==> src/hw/rtl/fapm_pkg.sv <==
`timescale 1ns / 1ps
// ----------------------------------------------------------------------------
// fapm_pkg
// Shared constants and control types for the four-axis PID thruster mixer.
// ----------------------------------------------------------------------------
package fapm_pkg;

  localparam int NUM_AXES       = 4;
  localparam int DATA_WIDTH_DEF = 24;

  localparam int GAIN_W  = 16;
  localparam int SUM_W   = 18;
  localparam int BAL_W   = 32;
  localparam int SPEED_W = 16;
  localparam int FORCE_W = 36;
  localparam int CFG_W   = 48;
  localparam int IDX_W   = 3;

  localparam int AX_ROLL  = 0;
  localparam int AX_PITCH = 1;
  localparam int AX_YAW   = 2;
  localparam int AX_HEAVE = 3;

  localparam int HALF_TURN_Q8 = 46080;
  localparam int FULL_TURN_Q8 = 92160;

  localparam logic [IDX_W-1:0] CFG_GAINS_ROLL      = 3'd0;
  localparam logic [IDX_W-1:0] CFG_GAINS_PITCH     = 3'd1;
  localparam logic [IDX_W-1:0] CFG_GAINS_YAW       = 3'd2;
  localparam logic [IDX_W-1:0] CFG_GAINS_HEAVE     = 3'd3;
  localparam logic [IDX_W-1:0] CFG_INTEGRAL_LIMIT  = 3'd4;
  localparam logic [IDX_W-1:0] CFG_DEADBAND_OFFSET = 3'd5;
  localparam logic [IDX_W-1:0] CFG_DEADBAND_BOUND  = 3'd6;

  localparam logic [15:0] INTEGRAL_LIMIT_RST  = 16'd653;
  localparam logic [7:0]  DEADBAND_OFFSET_RST = 8'd30;
  localparam logic [14:0] DEADBAND_BOUND_RST  = 15'd1530;

  typedef struct packed {
    logic ld1;
    logic ld2;
    logic ld3;
    logic ld4;
  } lane_ctl_t;

  typedef struct packed {
    logic ld5;
    logic ld6;
  } mixer_ctl_t;

endpackage

==> src/hw/rtl/fapm_pid_lane.sv <==
`timescale 1ns / 1ps
// ----------------------------------------------------------------------------
// fapm_pid_lane
// One PID axis: error with optional heading wrap, clamped integral,
// derivative, three gain products and a floored, saturated balance.
// ----------------------------------------------------------------------------
module fapm_pid_lane #(
  parameter int DW   = fapm_pkg::DATA_WIDTH_DEF,
  parameter bit WRAP = 1'b0
) (
  input  logic                                clk,
  input  logic                                rst_n,
  input  fapm_pkg::lane_ctl_t                 ctl,
  input  logic signed [DW-1:0]                setpoint,
  input  logic signed [DW-1:0]                measure,
  input  logic        [fapm_pkg::CFG_W-1:0]   gains,
  input  logic        [15:0]                  lim,
  output logic signed [fapm_pkg::BAL_W-1:0]   bal
);
  import fapm_pkg::*;

  localparam int EW = DW + 1;
  localparam int XW = DW + 3;
  localparam int AW = DW + 20;
  localparam logic signed [XW-1:0] HALF_X = XW'(HALF_TURN_Q8);
  localparam logic signed [XW-1:0] FULL_X = XW'(FULL_TURN_Q8);
  localparam logic signed [63:0]   BAL_MAX = 64'sd2147483647;
  localparam logic signed [63:0]   BAL_MIN = -64'sd2147483648;

  logic signed [EW-1:0]     err_raw;
  logic signed [XW-1:0]     err_x;
  logic signed [XW-1:0]     err_wr;
  logic signed [EW-1:0]     err1_nxt;
  logic signed [EW-1:0]     err1_r;

  logic signed [EW-1:0]     prev_r;
  logic signed [SUM_W-1:0]  sum_r;

  logic signed [XW-1:0]     sum_x;
  logic signed [XW-1:0]     diff_x;
  logic signed [XW-1:0]     lim_x;
  logic signed [SUM_W-1:0]  sum_nxt;

  logic signed [EW-1:0]     err2_r;
  logic signed [DW+1:0]     diff2_r;
  logic signed [SUM_W-1:0]  sum2_r;

  logic signed [GAIN_W-1:0] kp;
  logic signed [GAIN_W-1:0] ki;
  logic signed [GAIN_W-1:0] kd;

  logic signed [DW+16:0]    pkp_nxt;
  logic signed [33:0]       pki_nxt;
  logic signed [DW+17:0]    pkd_nxt;
  logic signed [DW+16:0]    pkp_r;
  logic signed [33:0]       pki_r;
  logic signed [DW+17:0]    pkd_r;

  logic signed [AW-1:0]     acc;
  logic signed [AW-1:0]     acc_sh;
  logic signed [63:0]       acc_x;
  logic signed [BAL_W-1:0]  bal_nxt;
  logic signed [BAL_W-1:0]  bal4_r;

  assign err_raw = EW'(setpoint) - EW'(measure);
  assign err_x   = XW'(err_raw);

  always_comb begin
    err_wr = err_x;
    if (WRAP) begin
      if (err_x > HALF_X) begin
        err_wr = err_x - FULL_X;
      end else if (err_x < -HALF_X) begin
        err_wr = err_x + FULL_X;
      end
    end
    err1_nxt = err_wr[EW-1:0];
  end

  assign lim_x  = XW'($signed({1'b0, lim}));
  assign sum_x  = XW'(sum_r) + XW'(err1_r);
  assign diff_x = XW'(err1_r) - XW'(prev_r);

  always_comb begin
    if (sum_x > lim_x) begin
      sum_nxt = SUM_W'(lim_x);
    end else if (sum_x < -lim_x) begin
      sum_nxt = SUM_W'(-lim_x);
    end else begin
      sum_nxt = SUM_W'(sum_x);
    end
  end

  assign kp = $signed(gains[15:0]);
  assign ki = $signed(gains[31:16]);
  assign kd = $signed(gains[47:32]);

  assign pkp_nxt = kp * err2_r;
  assign pki_nxt = ki * sum2_r;
  assign pkd_nxt = kd * diff2_r;

  assign acc    = AW'(pkp_r) + AW'(pki_r) + AW'(pkd_r);
  assign acc_sh = acc >>> 8;
  assign acc_x  = 64'(acc_sh);

  always_comb begin
    if (acc_x > BAL_MAX) begin
      bal_nxt = BAL_W'(BAL_MAX);
    end else if (acc_x < BAL_MIN) begin
      bal_nxt = BAL_W'(BAL_MIN);
    end else begin
      bal_nxt = BAL_W'(acc_x);
    end
  end

  always_ff @(posedge clk) begin
    if (!rst_n) begin
      prev_r <= '0;
      sum_r  <= '0;
    end else if (ctl.ld2) begin
      prev_r <= err1_r;
      sum_r  <= sum_nxt;
    end
  end

  always_ff @(posedge clk) begin
    if (ctl.ld1) begin
      err1_r <= err1_nxt;
    end
    if (ctl.ld2) begin
      err2_r  <= err1_r;
      diff2_r <= diff_x[DW+1:0];
      sum2_r  <= sum_nxt;
    end
    if (ctl.ld3) begin
      pkp_r <= pkp_nxt;
      pki_r <= pki_nxt;
      pkd_r <= pkd_nxt;
    end
    if (ctl.ld4) begin
      bal4_r <= bal_nxt;
    end
  end

  assign bal = bal4_r;

endmodule

==> config.mk <==
export PLATFORM = sky130hd
export DESIGN_NAME = fapm_pid_lane
export DESIGN_NICKNAME = d
export VERILOG_FILES = /design/src/hw/rtl/fapm_pkg.sv /design/src/hw/rtl/fapm_pid_lane.sv
export SDC_FILE = /design/constraint.sdc
export NUM_CORES = 2
export LEC_CHECK = 0
export ABC_AREA = 1
export BUFFER_PORTS_ARGS = -buffer_cell sky130_fd_sc_hd__buf_2
export CAP_MARGIN = 30
export CORE_MARGIN = 4
export CORE_UTILIZATION = 53
export DETAILED_ROUTE_END_ITERATION = 8
export PLACE_DENSITY = 0.69
export SYNTH_ARGS = -nofsm -noshare
export SYNTH_HDL_FRONTEND = slang
export SYNTH_SLANG_ARGS = --single-unit
==> constraint.sdc <==
create_clock -name clk -period 9.77 [get_ports clk]
set_clock_uncertainty 0.15 [all_clocks]
set_input_delay 0.4885 -clock clk [delete_from_list [all_inputs] [get_ports clk]]
set_output_delay 0.4885 -clock clk [all_outputs]
set_load 0.01 [all_outputs]
; ---- After elaboration in Yosys (flattened, before gate mapping)
; Cells that the tools add are included.
[totals]
reg_bits = 286
in_bits = 118
out_inout_bits = 32
[op_classes]
addsub = 6
mul = 3
order_cmp = 4
muxes = 3
[op_table]
columns = op, n
row1 = $add 42x42->43, 1
row2 = $add 41x34->42, 1
row3 = $mul 16x26->42, 1
row4 = $mul 16x25->41, 1
row5 = $mux 18, 2
row6 = $gt 35x32->1 const B, 1
row7 = $lt 35x32->1 const B, 1
row8 = $mul 16x18->34, 1
row9 = $mux 32, 1
row10 = $lt 26x27->1, 1
row11 = $neg 16->27, 1
row12 = $add 18x25->26, 1
row13 = $gt 26x17->1, 1
row14 = $sub 25x25->26, 1
row15 = $sub 24x24->25, 1

; ---- Logic depth before layout (Yosys ltp)
[depth]
depth_word = 4
ltp_mapped = 31
mapped_depth_nobuf = 29

; ---- Worst setup path before layout
; OpenSTA, ideal clock, no wires.
[synth_path]
path_type = in2reg
start = input port gains[17] (netlist name)
end = register pki_r[25], data pin
setup_time_ns = 0.265
arrival_time_ns = 5.789
slack_ns = 3.565
cell_stages = 24
path_buffers = 2
cell_sequence = clkbuf_1 clkbuf_1 nand2_1 fa_1 inv_1 fa_1 inv_1 fa_1 inv_1 fa_1 inv_1 fa_1 inv_1 fa_1 ha_1 nand2_1 nor2_1 nand4_1 o211ai_1 nand3_1 nand2_1 a21oi_1 o21ai_0 xor2_1
[synth_between]
elab_chain_cells = 1
[synth_rtl]
columns = element, line_no
row1 = from (decl), fapm_pid_lane.sv:16  ; input logic [fapm_pkg::CFG_W-1:0] gains,
row2 = $mul 16x18->34, fapm_pid_lane.sv:99  ; assign pki_nxt = ki * sum2_r;
row3 = net pki_nxt[25], fapm_pid_lane.sv:53  ; logic signed [33:0] pki_nxt;
row4 = to (signal assigned), fapm_pid_lane.sv:137  ; pki_r <= pki_nxt;
row5 = to (decl), fapm_pid_lane.sv:56  ; logic signed [33:0] pki_r;
; The timed path passes the listed nets, and every way through them passes these cells.
; A chain may end at the register's enable or synchronous reset.

; ---- Final worst setup path
[layout_path]
start = register sum2_r[7]
end = register pki_r[25], data pin
[layout_between]
elab_chain_cells = 1
[layout_rtl]
columns = element, line_no
row1 = from (decl), fapm_pid_lane.sv:46  ; logic signed [SUM_W-1:0] sum2_r;
row2 = from (signal assigned), fapm_pid_lane.sv:133  ; sum2_r <= sum_nxt;
row3 = $mul 16x18->34, fapm_pid_lane.sv:99
row4 = net pki_nxt[25], fapm_pid_lane.sv:53
; The timed path passes the listed nets, and every way through them passes these cells.

==> flow_metrics.tcl <==
set metrics [dict create \
    total_buffers_and_inverters_traversed_by_the_critical_path 5 \
    synth_enable_flop_cells 243 \
    detailed_route_drc_error_count 0 \
    start_util 0.5367 \
    cts-buffers-inserted 38 \
    num-fill-cells 10380 \
    synthDistinctLibCells 54 \
    route.vias.total 45530 \
    ctsRootBufferMaster "clkbuf_16" \
    critPathCapture "pki_r[25]$_DFFE_PP_" \
    grt_first_pass_wirelength_um 251900 \
    path_common_cell "fa_1" \
    achievable-frequency_mhz 149.2 \
    cp-start-kind "flop" \
    post_cts_hold_fix_bufs 0 \
    cts_tree "built" \
    portBuffers 149 \
    worst-path-stages 22 \
    post_cts_resize_count 0 \
    die_h_um 343.5 \
    slew_violations 0 \
    critPathRequiredTime_ns 9.99 \
    accumulated_negative_setup_slack_ns 0 \
    worstMarginPinSlew_ns 1.006 \
    dieWidth_um 343.5 \
    rr_worst_depth 22 \
    number_of_drc_violations_after_detailed_routing_iteration_0 3476 \
    netlist.top_cell.by_area "fa_1" \
    fp.coreArea_um2 111100 \
    synth-async-reset-ratio 0 \
    slew_headroom 0.3296 \
    numClockSinks 286 \
    synth_seq_area_share 0.1368 \
    detailedRoute.firstPassIterationCount 7 \
    critPathMaxStageDelay_ns 0.83 \
    post-route-min-period_ns 6.704 \
    startpoint "sum2_r[7]$_DFFE_PP_" \
    cts-root-to-sink-buffers 3 \
    worst-path-max-fanout 16 \
    critical-path-top-delay-family "adder cells" \
    num_io_pins 150 \
    grt.overflow.total 0 \
    final_net_count 8907 \
    synth_top_cells_by_area "fa_1 38%, inv_1 13%, edfxtp_1 12%, nand2_1 11%, ha_1 9.4%" \
    reg2reg_slack_ns 3.07 \
    dp_hpwl_um 128200 \
    ctsHtreeMaxLevel 2 \
    netlist_instances 7284 \
    reg2reg_to "pki_r[25]$_DFFE_PP_" \
    synthDominantCellAreaShare 0.3773 \
    antenna_violations_before_repair 6 \
    criticalPathCategory "flop to flop" \
    fin_hold_viols 0 \
    synth_nets 8972 \
    synth_flop_cell "edfxtp_1" \
    area_growth_pct 4.909 \
    warnings_from_yosys 0 \
    setup.worst_path.end_class "flop" \
    placed_area_um2 61340 \
    finalSetupViolations 0 \
    post_drt_via_cell_ratio 5.210 \
    gp_routability_congestion 0.9395 \
    synthMostInstantiatedCell "inv_1" \
    number_of_register_bits_inferred_by_synthesis 286 \
    post_synth_instance_area_um2 59640 \
    period_share 0.6861 \
    antenna_violating_nets_post_route 0 \
    crit_arrival_ns 6.93 \
    num_rows 122 \
    postRouteWirelength_um 153700 \
    synth_common_cells "1999 x inv_1, 1721 x nand2_1, 1124 x fa_1" \
    critical_path.slowest_cell "edfxtp_1" \
    rsz_0062_raised_after_global_routing "false" \
    run_status "complete, no violations" \
    first_global_vias 47350 \
    average_instance_area_after_synthesis_um2 8.188 \
    cts.clk_slew.worst_paths_ns 0.06 \
    cts_post_setup_buffers_inserted 0 \
    drv.max_cap_violation_count 0 \
    grt_start_max_net_pins 73 \
    layout.cell_area.non_filler_um2 62570 \
    avgRoutedWirePerCell_um 17.60 \
    floorplan.die_area_um2 118000 \
    worstSkewPairLatency_ns 0.57 \
    r2r_start "sum2_r[7]$_DFFE_PP_" \
    global_route.usage.total 0.2695 \
    min_path_type "primary input to flop" \
    layout-drive-gt1-share 0.04471 \
    timing.critical_path.cells "nand2_1, fa_1, inv_1, fa_1, inv_1, fa_1, inv_1, fa_1, inv_1, fa_1, inv_1, fa_1, ha_1, nand2_1, nor2_1, nand4_1, o211ai_1, nand3_1, nand2_1, a21oi_1, o21ai_0, xor2_1" \
]
-- layout by cell type, fill, tap and decap left out, types with 31 or more instances in the layout --
cell type and instances:
inv_1 1999, nand2_1 1721, fa_1 1124, ha_1 446, a21oi_1 303, nor2_1 293, edfxtp_1 243, o21ai_0 173
buf_2 147, xor2_1 143, nand3_1 114, xnor2_1 88, dfxtp_1 43, clkbuf_16 39, a31oi_1 38, nand4_1 32
nor3_1 31
-- worst min-delay path by stage --
stage / from / to / slack [ns] / cells after the start
floorplan: prev_r[10]$_SDFFE_PN0P_ / prev_r[10]$_SDFFE_PN0P_ / 0.29 / 2
global placement: prev_r[7]$_SDFFE_PN0P_ / prev_r[7]$_SDFFE_PN0P_ / 0.30 / 2
detailed placement: prev_r[8]$_SDFFE_PN0P_ / prev_r[8]$_SDFFE_PN0P_ / 0.30 / 2
CTS: lim[3] / sum2_r[3]$_DFFE_PP_ / 0.12 / 3
global route: lim[3] / sum2_r[3]$_DFFE_PP_ / 0.18 / 3
finish: lim[3] / sum2_r[3]$_DFFE_PP_ / 0.16 / 3
-- state kept, by name (all words and copies together) (netlist names) --
name,count
sum2_r,18
err1_r,25
bal,32
prev_r,25
pki_r,34
pkp_r,41
sum_r,18
diff2_r,26
pkd_r,42
err2_r,25
-- routing by layer --
metal	vias up	wire length, µm	global-route usage	share of wire
met5	-	0	0	0
met4	0	5837	0.08777	0.038
met3	280	10510	0.03656	0.068
met2	1586	70850	0.4365	0.46
met1	22400	66560	0.3781	0.43
li1	21260	-	-	-
-- through the flow --
stage | utilization | setup slack (ns) | cells | hold WS (ns)
floorplan | - | 3.565 | 7284 | 0.2873
global placement | 0.5517 | 3.043 | 8665 | 0.2971
detailed placement | 0.5520 | 3.014 | 8667 | 0.3047
CTS | 0.5630 | 3.073 | 8735 | 0.1233
global route | 0.5631 | 2.741 | 8738 | 0.1849
finish | 0.5631 | 3.066 | 8738 | 0.1569
-- worst min-delay path: cells and delay by family --
kind / cells / cell delay, ns
and+or+nand+nor: 2 / 0.18
buffers and inverters: 1 / 0.09
-- kinds of logic (layout without fill, tap and decap cells) --
kind of cell               count (synthesis)  count (layout)  share of synthesized area
xor gates and xnor gates                 232             232                    0.03438
adders and majority gates               1570            1570                     0.4708
other                                      0               3                          0
AOI/OAI and AO/OA                        621             621                    0.05815
buffers and inverters                   2288            2251                     0.1447
and+or+nand+nor                         2287            2287                     0.1551
DFF                                      286             286                     0.1368
-- layout make-up --
cell class,instances,area [µm²],share of cell area
Sequential cell,286,8158,0.1304
Clock buffer,44,994.7,0.01590
Multi-Input combinational cell,4710,42850,0.6849
Inverter,2017,7571,0.1210
Antenna cell,3,7.507,0.0001200
Clock inverter,24,227.7,0.003639
Timing Repair Buffer,166,898.4,0.01436
Tap cell,1488,1862,0.02975
Power is left out: the tool's default activity adds up to more than one toggle a clock period on the data nets, which glitch-free logic cannot reach.
