`src/hw/rtl/fapm_pkg.sv`:
```
`timescale 1ns / 1ps
// ----------------------------------------------------------------------------
// fapm_pkg
// Shared constants and control types for the four-axis PID thruster mixer.
// ----------------------------------------------------------------------------
package fapm_pkg;

  localparam int NUM_AXES       = 4;
  localparam int DATA_WIDTH_DEF = 24;

  localparam int GAIN_W  = 16;
  localparam int SUM_W   = 18;
  localparam int BAL_W   = 32;
  localparam int SPEED_W = 16;
  localparam int FORCE_W = 36;
  localparam int CFG_W   = 48;
  localparam int IDX_W   = 3;

  localparam int AX_ROLL  = 0;
  localparam int AX_PITCH = 1;
  localparam int AX_YAW   = 2;
  localparam int AX_HEAVE = 3;

  localparam int HALF_TURN_Q8 = 46080;
  localparam int FULL_TURN_Q8 = 92160;

  localparam logic [IDX_W-1:0] CFG_GAINS_ROLL      = 3'd0;
  localparam logic [IDX_W-1:0] CFG_GAINS_PITCH     = 3'd1;
  localparam logic [IDX_W-1:0] CFG_GAINS_YAW       = 3'd2;
  localparam logic [IDX_W-1:0] CFG_GAINS_HEAVE     = 3'd3;
  localparam logic [IDX_W-1:0] CFG_INTEGRAL_LIMIT  = 3'd4;
  localparam logic [IDX_W-1:0] CFG_DEADBAND_OFFSET = 3'd5;
  localparam logic [IDX_W-1:0] CFG_DEADBAND_BOUND  = 3'd6;

  localparam logic [15:0] INTEGRAL_LIMIT_RST  = 16'd653;
  localparam logic [7:0]  DEADBAND_OFFSET_RST = 8'd30;
  localparam logic [14:0] DEADBAND_BOUND_RST  = 15'd1530;

  typedef struct packed {
    logic ld1;
    logic ld2;
    logic ld3;
    logic ld4;
  } lane_ctl_t;

  typedef struct packed {
    logic ld5;
    logic ld6;
  } mixer_ctl_t;

endpackage

```
`src/hw/rtl/fapm_mixer.sv`:
```
`timescale 1ns / 1ps
// ----------------------------------------------------------------------------
// fapm_mixer
// Merge the four axis balances with the base thrusts into six thruster
// forces, apply the deadband step and saturate each to a 16-bit speed.
// ----------------------------------------------------------------------------
module fapm_mixer (
  input  logic                                 clk,
  input  fapm_pkg::mixer_ctl_t                 ctl,
  input  logic signed [fapm_pkg::BAL_W-1:0]    bal_roll,
  input  logic signed [fapm_pkg::BAL_W-1:0]    bal_pitch,
  input  logic signed [fapm_pkg::BAL_W-1:0]    bal_yaw,
  input  logic signed [fapm_pkg::BAL_W-1:0]    bal_heave,
  input  logic signed [15:0]                   thrust_heave,
  input  logic signed [15:0]                   thrust_left,
  input  logic signed [15:0]                   thrust_right,
  input  logic signed [15:0]                   thrust_sway,
  input  logic        [7:0]                    db_offset,
  input  logic        [14:0]                   db_bound,
  output logic signed [fapm_pkg::SPEED_W-1:0]  speed [6],
  output logic signed [fapm_pkg::BAL_W-1:0]    bal_out [4]
);
  import fapm_pkg::*;

  function automatic logic signed [SPEED_W-1:0] make_speed(
    input logic signed [FORCE_W-1:0] f,
    input logic [14:0]               bound,
    input logic [7:0]                off
  );
    logic signed [FORCE_W-1:0] b;
    logic signed [FORCE_W-1:0] o;
    logic signed [FORCE_W-1:0] g;
    logic signed [FORCE_W-1:0] t;
    logic signed [FORCE_W-9:0] q;
    b = $signed({13'b0, bound, 8'b0});
    o = $signed({20'b0, off, 8'b0});
    g = f;
    if (!f[FORCE_W-1] && (f < b)) begin
      g = f + o;
    end else if (f[FORCE_W-1] && (f > -b)) begin
      g = f - o;
    end
    t = g[FORCE_W-1] ? (g + FORCE_W'(255)) : g;
    q = t[FORCE_W-1:8];
    if (q > (FORCE_W-8)'(32767)) begin
      make_speed = 16'sh7fff;
    end else if (q < -(FORCE_W-8)'(32768)) begin
      make_speed = 16'sh8000;
    end else begin
      make_speed = q[SPEED_W-1:0];
    end
  endfunction

  logic signed [FORCE_W-1:0] th;
  logic signed [FORCE_W-1:0] tl;
  logic signed [FORCE_W-1:0] tr;
  logic signed [FORCE_W-1:0] ts;
  logic signed [FORCE_W-1:0] br;
  logic signed [FORCE_W-1:0] bp;
  logic signed [FORCE_W-1:0] by;
  logic signed [FORCE_W-1:0] bh;
  logic signed [FORCE_W-1:0] f_nxt [6];
  logic signed [FORCE_W-1:0] f5_r  [6];
  logic signed [BAL_W-1:0]   bal5_r [4];
  logic signed [SPEED_W-1:0] speed6_r [6];
  logic signed [BAL_W-1:0]   bal6_r [4];

  assign th = FORCE_W'($signed({thrust_heave, 8'b0}));
  assign tl = FORCE_W'($signed({thrust_left, 8'b0}));
  assign tr = FORCE_W'($signed({thrust_right, 8'b0}));
  assign ts = FORCE_W'($signed({thrust_sway, 8'b0}));
  assign br = FORCE_W'(bal_roll);
  assign bp = FORCE_W'(bal_pitch);
  assign by = FORCE_W'(bal_yaw);
  assign bh = FORCE_W'(bal_heave);

  always_comb begin
    f_nxt[0] = th + bh - bp - br;
    f_nxt[1] = th + bh - bp + br;
    f_nxt[2] = th + bh + (bp <<< 1);
    f_nxt[3] = tl + by;
    f_nxt[4] = tr - by;
    f_nxt[5] = ts;
  end

  always_ff @(posedge clk) begin
    if (ctl.ld5) begin
      f5_r          <= f_nxt;
      bal5_r[AX_ROLL]  <= bal_roll;
      bal5_r[AX_PITCH] <= bal_pitch;
      bal5_r[AX_YAW]   <= bal_yaw;
      bal5_r[AX_HEAVE] <= bal_heave;
    end
    if (ctl.ld6) begin
      for (int i = 0; i < 6; i++) begin
        speed6_r[i] <= make_speed(f5_r[i], db_bound, db_offset);
      end
      bal6_r <= bal5_r;
    end
  end

  assign speed   = speed6_r;
  assign bal_out = bal6_r;

endmodule

```
`config.mk`:
```
export PLATFORM = sky130hd
export DESIGN_NAME = fapm_mixer
export DESIGN_NICKNAME = d
export VERILOG_FILES = /design/src/hw/rtl/fapm_pkg.sv /design/src/hw/rtl/fapm_mixer.sv
export SDC_FILE = /design/constraint.sdc
export NUM_CORES = 2
export LEC_CHECK = 0
export ABC_CLOCK_PERIOD_IN_PS = 18200
export BUFFER_PORTS_ARGS = -buffer_cell sky130_fd_sc_hd__buf_2
export CORE_MARGIN = 2
export CORE_UTILIZATION = 35
export DETAILED_ROUTE_END_ITERATION = 10
export PLACE_DENSITY_LB_ADDON = 0.2
export RECOVER_POWER = 100
export SLEW_MARGIN = 20
export SYNTH_ARGS = -nofsm -noshare
export SYNTH_HDL_FRONTEND = slang
export SYNTH_SLANG_ARGS = --single-unit
```
`constraint.sdc`:
```
create_clock -name clk -period 18.2 [get_ports clk]
set_input_delay 1.82 -clock clk [delete_from_list [all_inputs] [get_ports clk]]
set_output_delay 1.82 -clock clk [all_outputs]
set_load 0.05 [all_outputs]
```
=== Yosys cells after proc, flatten, opt, wreduce, memory -nomap -nowiden ===
Cells that the tools add are included.

* Output and inout port bits: 224
* Input bits: 218
* Word-level logic and storage cells: 118
* Flip-flop bits (word level): 548

* $lt $le $gt $ge: 24
* Multiplexer cells: 30
* Reduce and logical (&&, ||, !) cells: 18
* $add $sub $neg: 26

{| class="wikitable"
|+ Operator list
! cell !! count
|-
| $mux 36 || 24
|-
| $add 36x9->36 const B || 6
|-
| $add 36x17->36 || 5
|-
| $gt 36x36->1 || 5
|-
| $lt 36x24->1 || 5
|-
| $sub 36x17->36 || 5
|-
| $gt 28x16->1 const B || 6
|-
| $lt 28x16->1 const B || 6
|-
| $mux 16 || 6
|-
| $add 24x32->33 || 2
|-
| $gt 24x36->1 || 1
|-
| $neg 23->36 || 1
|-
| $add 34x32->35 || 1
|-
| $sub 34x32->35 || 1
|-
| $add 33x33->34 || 1
|-
| $sub 33x32->34 || 1
|-
| $sub 24x32->33 || 1
|-
| $add 24x17->25 || 1
|-
| $sub 24x17->25 || 1
|-
| $lt 24x24->1 || 1
|-
| $logic_and 1x1->1 || 12
|-
| $logic_not 1->1 || 6
|}

=== Longest topological paths before layout ===
* Depth in word-level cells: 10
* Depth in mapped cells: 32
* Mapped depth without buffers: 32

=== Worst setup path before layout ===
OpenSTA, ideal clock, no wires.

* Path kind: input to register
* From: input db_bound[1]
* To: register speed6_r, in the netlist speed[83], data pin
* Data arrival time: 8416 ps
* Required time: 17927 ps
* Path slack: 9511 ps
* Path buffers: 5
* Setup time: 273 ps
* Stages: 25
* Cell sequence: inv_1 > ha_1 > or4b_1 > clkbuf_1 > or3_1 > clkbuf_1 > nor3_1 > ha_1 > and4_1 > a221o_1 > a221oi_1 > o31ai_1 > nor3_1 > nor2_1 > buf_2 > o41ai_1 > xnor2_1 > nor4b_1 > and3_1 > clkbuf_1 > mux2i_1 > o22ai_1 > nor4_2 > buf_4 > o32ai_1

* Cells in the longest elaborated chain, start to end: 10
* Elaborated cells on any way between the ends: 13
* Those cells by class: add/sub (2); order compare (4); mux (5); reduce/logical (2)

{| class="wikitable"
|+ RTL lines
! what !! RTL line !! source
|-
| from (decl) || fapm_mixer.sv:19 || <nowiki>input logic [14:0] db_bound,</nowiki>
|-
| $neg 23->36 || fapm_mixer.sv:40 || <nowiki>end else if (f[FORCE_W-1] && (f > -b)) begin</nowiki>
|-
| $gt 36x36->1 || fapm_mixer.sv:40 ||
|-
| $logic_and 1x1->1 || fapm_mixer.sv:40 ||
|-
| $mux 36 || fapm_mixer.sv:40 ||
|-
| $mux 36 * || fapm_mixer.sv:38 || <nowiki>if (!f[FORCE_W-1] && (f < b)) begin</nowiki>
|-
| $mux 36 * || fapm_mixer.sv:94 || <nowiki>if (ctl.ld6) begin</nowiki>
|-
| $add 36x9->36 || fapm_mixer.sv:43 || <nowiki>t = g[FORCE_W-1] ? (g + FORCE_W'(255)) : g;</nowiki>
|-
| $mux 36 * || fapm_mixer.sv:43 ||
|-
| $lt 28x16->1 || fapm_mixer.sv:47 || <nowiki>end else if (q < -(FORCE_W-8)'(32768)) begin</nowiki>
|-
| $mux 16 || fapm_mixer.sv:47 ||
|-
| to (signal, indexed assignment) || fapm_mixer.sv:96 || <nowiki>speed6_r[i] <= make_speed(f5_r[i], db_bound, db_offset);</nowiki>
|-
| to (decl) || fapm_mixer.sv:65 || <nowiki>logic signed [SPEED_W-1:0] speed6_r [6];</nowiki>
|}

Every way passes the cells marked *; elsewhere a longest branch is shown, timed or not. The select of a mux whose other input is x is not followed.
A chain may end at the register's enable or synchronous reset.

=== Worst setup path after layout ===
* From: input db_bound[0]
* To: register speed6_r, in the netlist speed[83], data pin

Same word-level chain as after synthesis.

==> results.sh <==
export IMPL_synth_fp_nets=5126
export IMPL_hold_ws_ps=407
export IMPL_path_class="input port to register"
export IMPL_grt_pass1_wl_um=214000
export IMPL_synth_area_per_cell_um2=9.83
export IMPL_wl_per_cell_um=22.3
export IMPL_overflow=0
export IMPL_clk_latency_ps=680
export IMPL_max_cap_violations=12
export IMPL_nets=5577
export IMPL_grt_max_degree=74
export IMPL_dieArea_um2=125000
export IMPL_start_kind="input port"
export IMPL_start_util_pct=35.2
export IMPL_p_switching_w=0.00259
export IMPL_ys_ff_latch=527
export IMPL_drtIter0Drc=2878
export IMPL_yosys_warnings=0
export IMPL_hp_start="bal5_r[18]"
export IMPL_netSwitchingFraction_pct=43.8
export IMPL_n_fill_cell=12300
export IMPL_cts_setup_buffers=0
export IMPL_antenna_found_initial=6
export IMPL_wirelength_um=145000
export IMPL_reg2reg_from="f5_r[196]"
export IMPL_hpwlAfterDp_um=113000
export IMPL_grt_pass1_vias=34800
export IMPL_vias_per_cell=5.55
export IMPL_diodes=0
export IMPL_place_congestion=0.957
export IMPL_drc=0
export IMPL_num_rows=128
export IMPL_drtPass1Iterations=6
export IMPL_worstPathArrival_ps=11220
export IMPL_worstSetupEndpointType="register"
export IMPL_fmax_mhz=92.2
export IMPL_fin_tns_setup_ps=0
export IMPL_ant_nets=0
export IMPL_setup_viol=0
export IMPL_fin_crit_sh_pct=59.6
export IMPL_clock_sinks=527
export IMPL_cts_resized=0
export IMPL_io_buffers=441
export IMPL_root_buffer="clkbuf_16"
export IMPL_num_vias=35900
export IMPL_async_reset_ff_share_pct=0
export IMPL_multi_input_area_um2=25300
export IMPL_required_ps=18570
export IMPL_violations="capacitance limit, slew limit"
export IMPL_synthCells=4343
export IMPL_drive_gt1_share_pct=6.55
export IMPL_syn_cell_area_um2=42700
export IMPL_ir_worst_vdd_mv=0.0974
export IMPL_power_total_w=0.00592
export IMPL_rsz0062_at_grt="no"
export IMPL_hold_violations=0
export IMPL_slew_violations=585
export IMPL_clock_skew_ps=27.9
export IMPL_grt_use_total_pct=22.3
export IMPL_p_clk_share_pct=20.4
export IMPL_regArea_um2=15800
export IMPL_cpLargestDelayFamily="simple AND/OR/NAND/NOR gates"
export IMPL_internal_power_w=0.00333
export IMPL_coreArea_um2=121000
export IMPL_worst_slew_pin_slew_ps=4760
export IMPL_ys_flop_type="edfxtp_1"
export IMPL_cellLeakagePower_nw=19.1
export IMPL_period_needed_ps=10840
export IMPL_outcome="complete, but fails checks"
export IMPL_clk_pin_slew_worst_paths_ps=60
export IMPL_combPwrFrac_pct=45.2
export IMPL_yosysUniqueCellTypes=101
export IMPL_slowest_stage="nor4bb_1"
export IMPL_relSlewSlack_pct=-217
export IMPL_tritoncts="yes"
export IMPL_cp_cell_sequence="clkbuf_1, or4_1, or4_1, nand2_1, ha_1, nand4_1, or2_2, a31oi_1, a2111oi_0, o31ai_1, nor3_1, nor2_1, o221a_2, a2111oi_0, nor4bb_1, and3_1, mux2i_1, o22ai_1, nor4_2, clkbuf_1, o32ai_1"
export IMPL_cp_max_fo=15
export IMPL_die_h_um=353
export IMPL_crit_buf_inv=2
export IMPL_startpoint="db_bound[0]"
export IMPL_die_w_um=353
export IMPL_power_frac_seq_pct=34.4
export IMPL_max_stage_delay_ps=1630
export IMPL_htreeDepth=2
export IMPL_cts_hold_fix_buffers=0
export IMPL_synth_edff_count=527
export IMPL_io_pins=442
export IMPL_power_density_nw_per_um2=122
export IMPL_hold_path_class="register to register"
export IMPL_area_delta_synth_final_pct=13.3
export IMPL_cts_made_buffers=60
export IMPL_yosysSeqAreaShare_pct=37.1
export IMPL_clk_path_buf_depth=3
-- layout by cell type (no fill, tap or decap), drive strengths merged, types with 41 or more instances in the layout --
cell type / Yosys / layout
xor2: 91 / 91
a31oi: 43 / 43
a211oi: 41 / 41
nand4: 75 / 75
inv: 301 / 303
nand3: 118 / 118
edfxtp: 527 / 527
nor2: 295 / 295
nand2: 229 / 229
and3: 46 / 46
ha: 547 / 547
xnor2: 233 / 233
o211ai: 42 / 42
o21bai: 51 / 51
nand2b: 44 / 44
or3: 45 / 45
o21a: 64 / 64
nor4: 60 / 60
nor3: 151 / 151
buf: 21 / 139
nor2b: 57 / 57
a21oi: 305 / 305
o21ai: 187 / 187
a21o: 102 / 102
clkbuf: 88 / 433
-- path summary, 6_finish.rpt --
path / end / slack [ps] / cells past startpoint
worst max-delay path: speed[83] / 7360 / 21
worst min-delay path: bal_out[18] / 410 / 0
worst max register to register: speed[83] / 10070 / 17
worst min register to register: bal_out[18] / 410 / 0
-- registers in the layout, summed over array words and instances, names as in the netlist --
name,flops
bal5_r,119
f5_r,184
speed,96
bal_out,128
-- power by group through the flow --
stage               registers, W  logic, W  clock network [W]
finish                   0.00203   0.00268            0.00121
global route             0.00205   0.00295            0.00129
CTS                      0.00202   0.00270            0.00125
detailed placement       0.00204   0.00269                  0
global placement         0.00205   0.00267                  0
floorplan                0.00201   0.00181                  0
-- cell usage after synthesis, drive strengths merged (18+ instances only) --
cell type	n	share of area (%)
xor2	91	1.9
nand3	118	1.4
nand4	75	1.1
o211ai	42	0.74
o21a	64	1.1
o31ai	39	0.70
nor2	295	2.6
a31oi	43	0.63
fa	18	0.84
and3	46	0.67
and2	39	0.58
a21o	102	1.8
nand2b	44	0.64
xnor2	233	4.8
nor3	151	1.8
o2111ai	20	0.45
or4	23	0.40
nand2	229	2.0
a2111oi	22	0.46
o221ai	20	0.41
or3	45	0.66
edfxtp	527	37
nor2b	57	0.84
a211oi	41	0.76
o21bai	51	0.90
nor4	60	0.96
o21ai	187	2.3
inv	301	2.6
a21boi	22	0.39
ha	547	16
buf	21	0.28
clkbuf	88	0.77
o22ai	31	0.45
a21oi	305	3.6
a22oi	19	0.33
or2	37	0.54
-- cell families after synthesis --
| kind of cell | synth area share, % |
|---|---|
| multiplexers | 0.340 |
| flip-flops | 37.1 |
| XOR/XNOR | 6.98 |
| AND/OR/NAND/NOR | 15.9 |
| adder cells (fa/ha/maj) | 17.0 |
| buffers and inverters | 3.70 |
| AO/OA/AOI/OAI | 19.1 |
-- metrics by stage --
stage                     setup WS [ps]  util, %  area [um^2]  cells
after floorplan                    9510        -        42700   4343
after global placement             7430     38.7        47000   6357
after detailed placement           7400     38.7        47000   6357
after CTS                          8100     40.3        48900   6467
after global routing               6850     39.8        48300   6467
final                              7360     39.8        48300   6467
-- metal layers --
layer / global-route usage, % / vias up / share of wire (%)
met2: 37.1 / 1040 / 46
met1: 29.8 / 17200 / 44
met4: 6.66 / 8 / 2.9
met5: 0 / - / 0.029
li1: - / 17400 / -
met3: 3.37 / 200 / 6.2
-- area by class of cell --
cell class              instances  area share (%)
well taps                    1625            4.21
repair buffers                498            4.46
clock inverters                36           0.745
multi-input cells            3406            52.3
flip-flops and latches        527            32.7
inverters                     301            2.34
clock buffers                  74            3.26
Note: power is estimated with default switching activity, not from simulation.
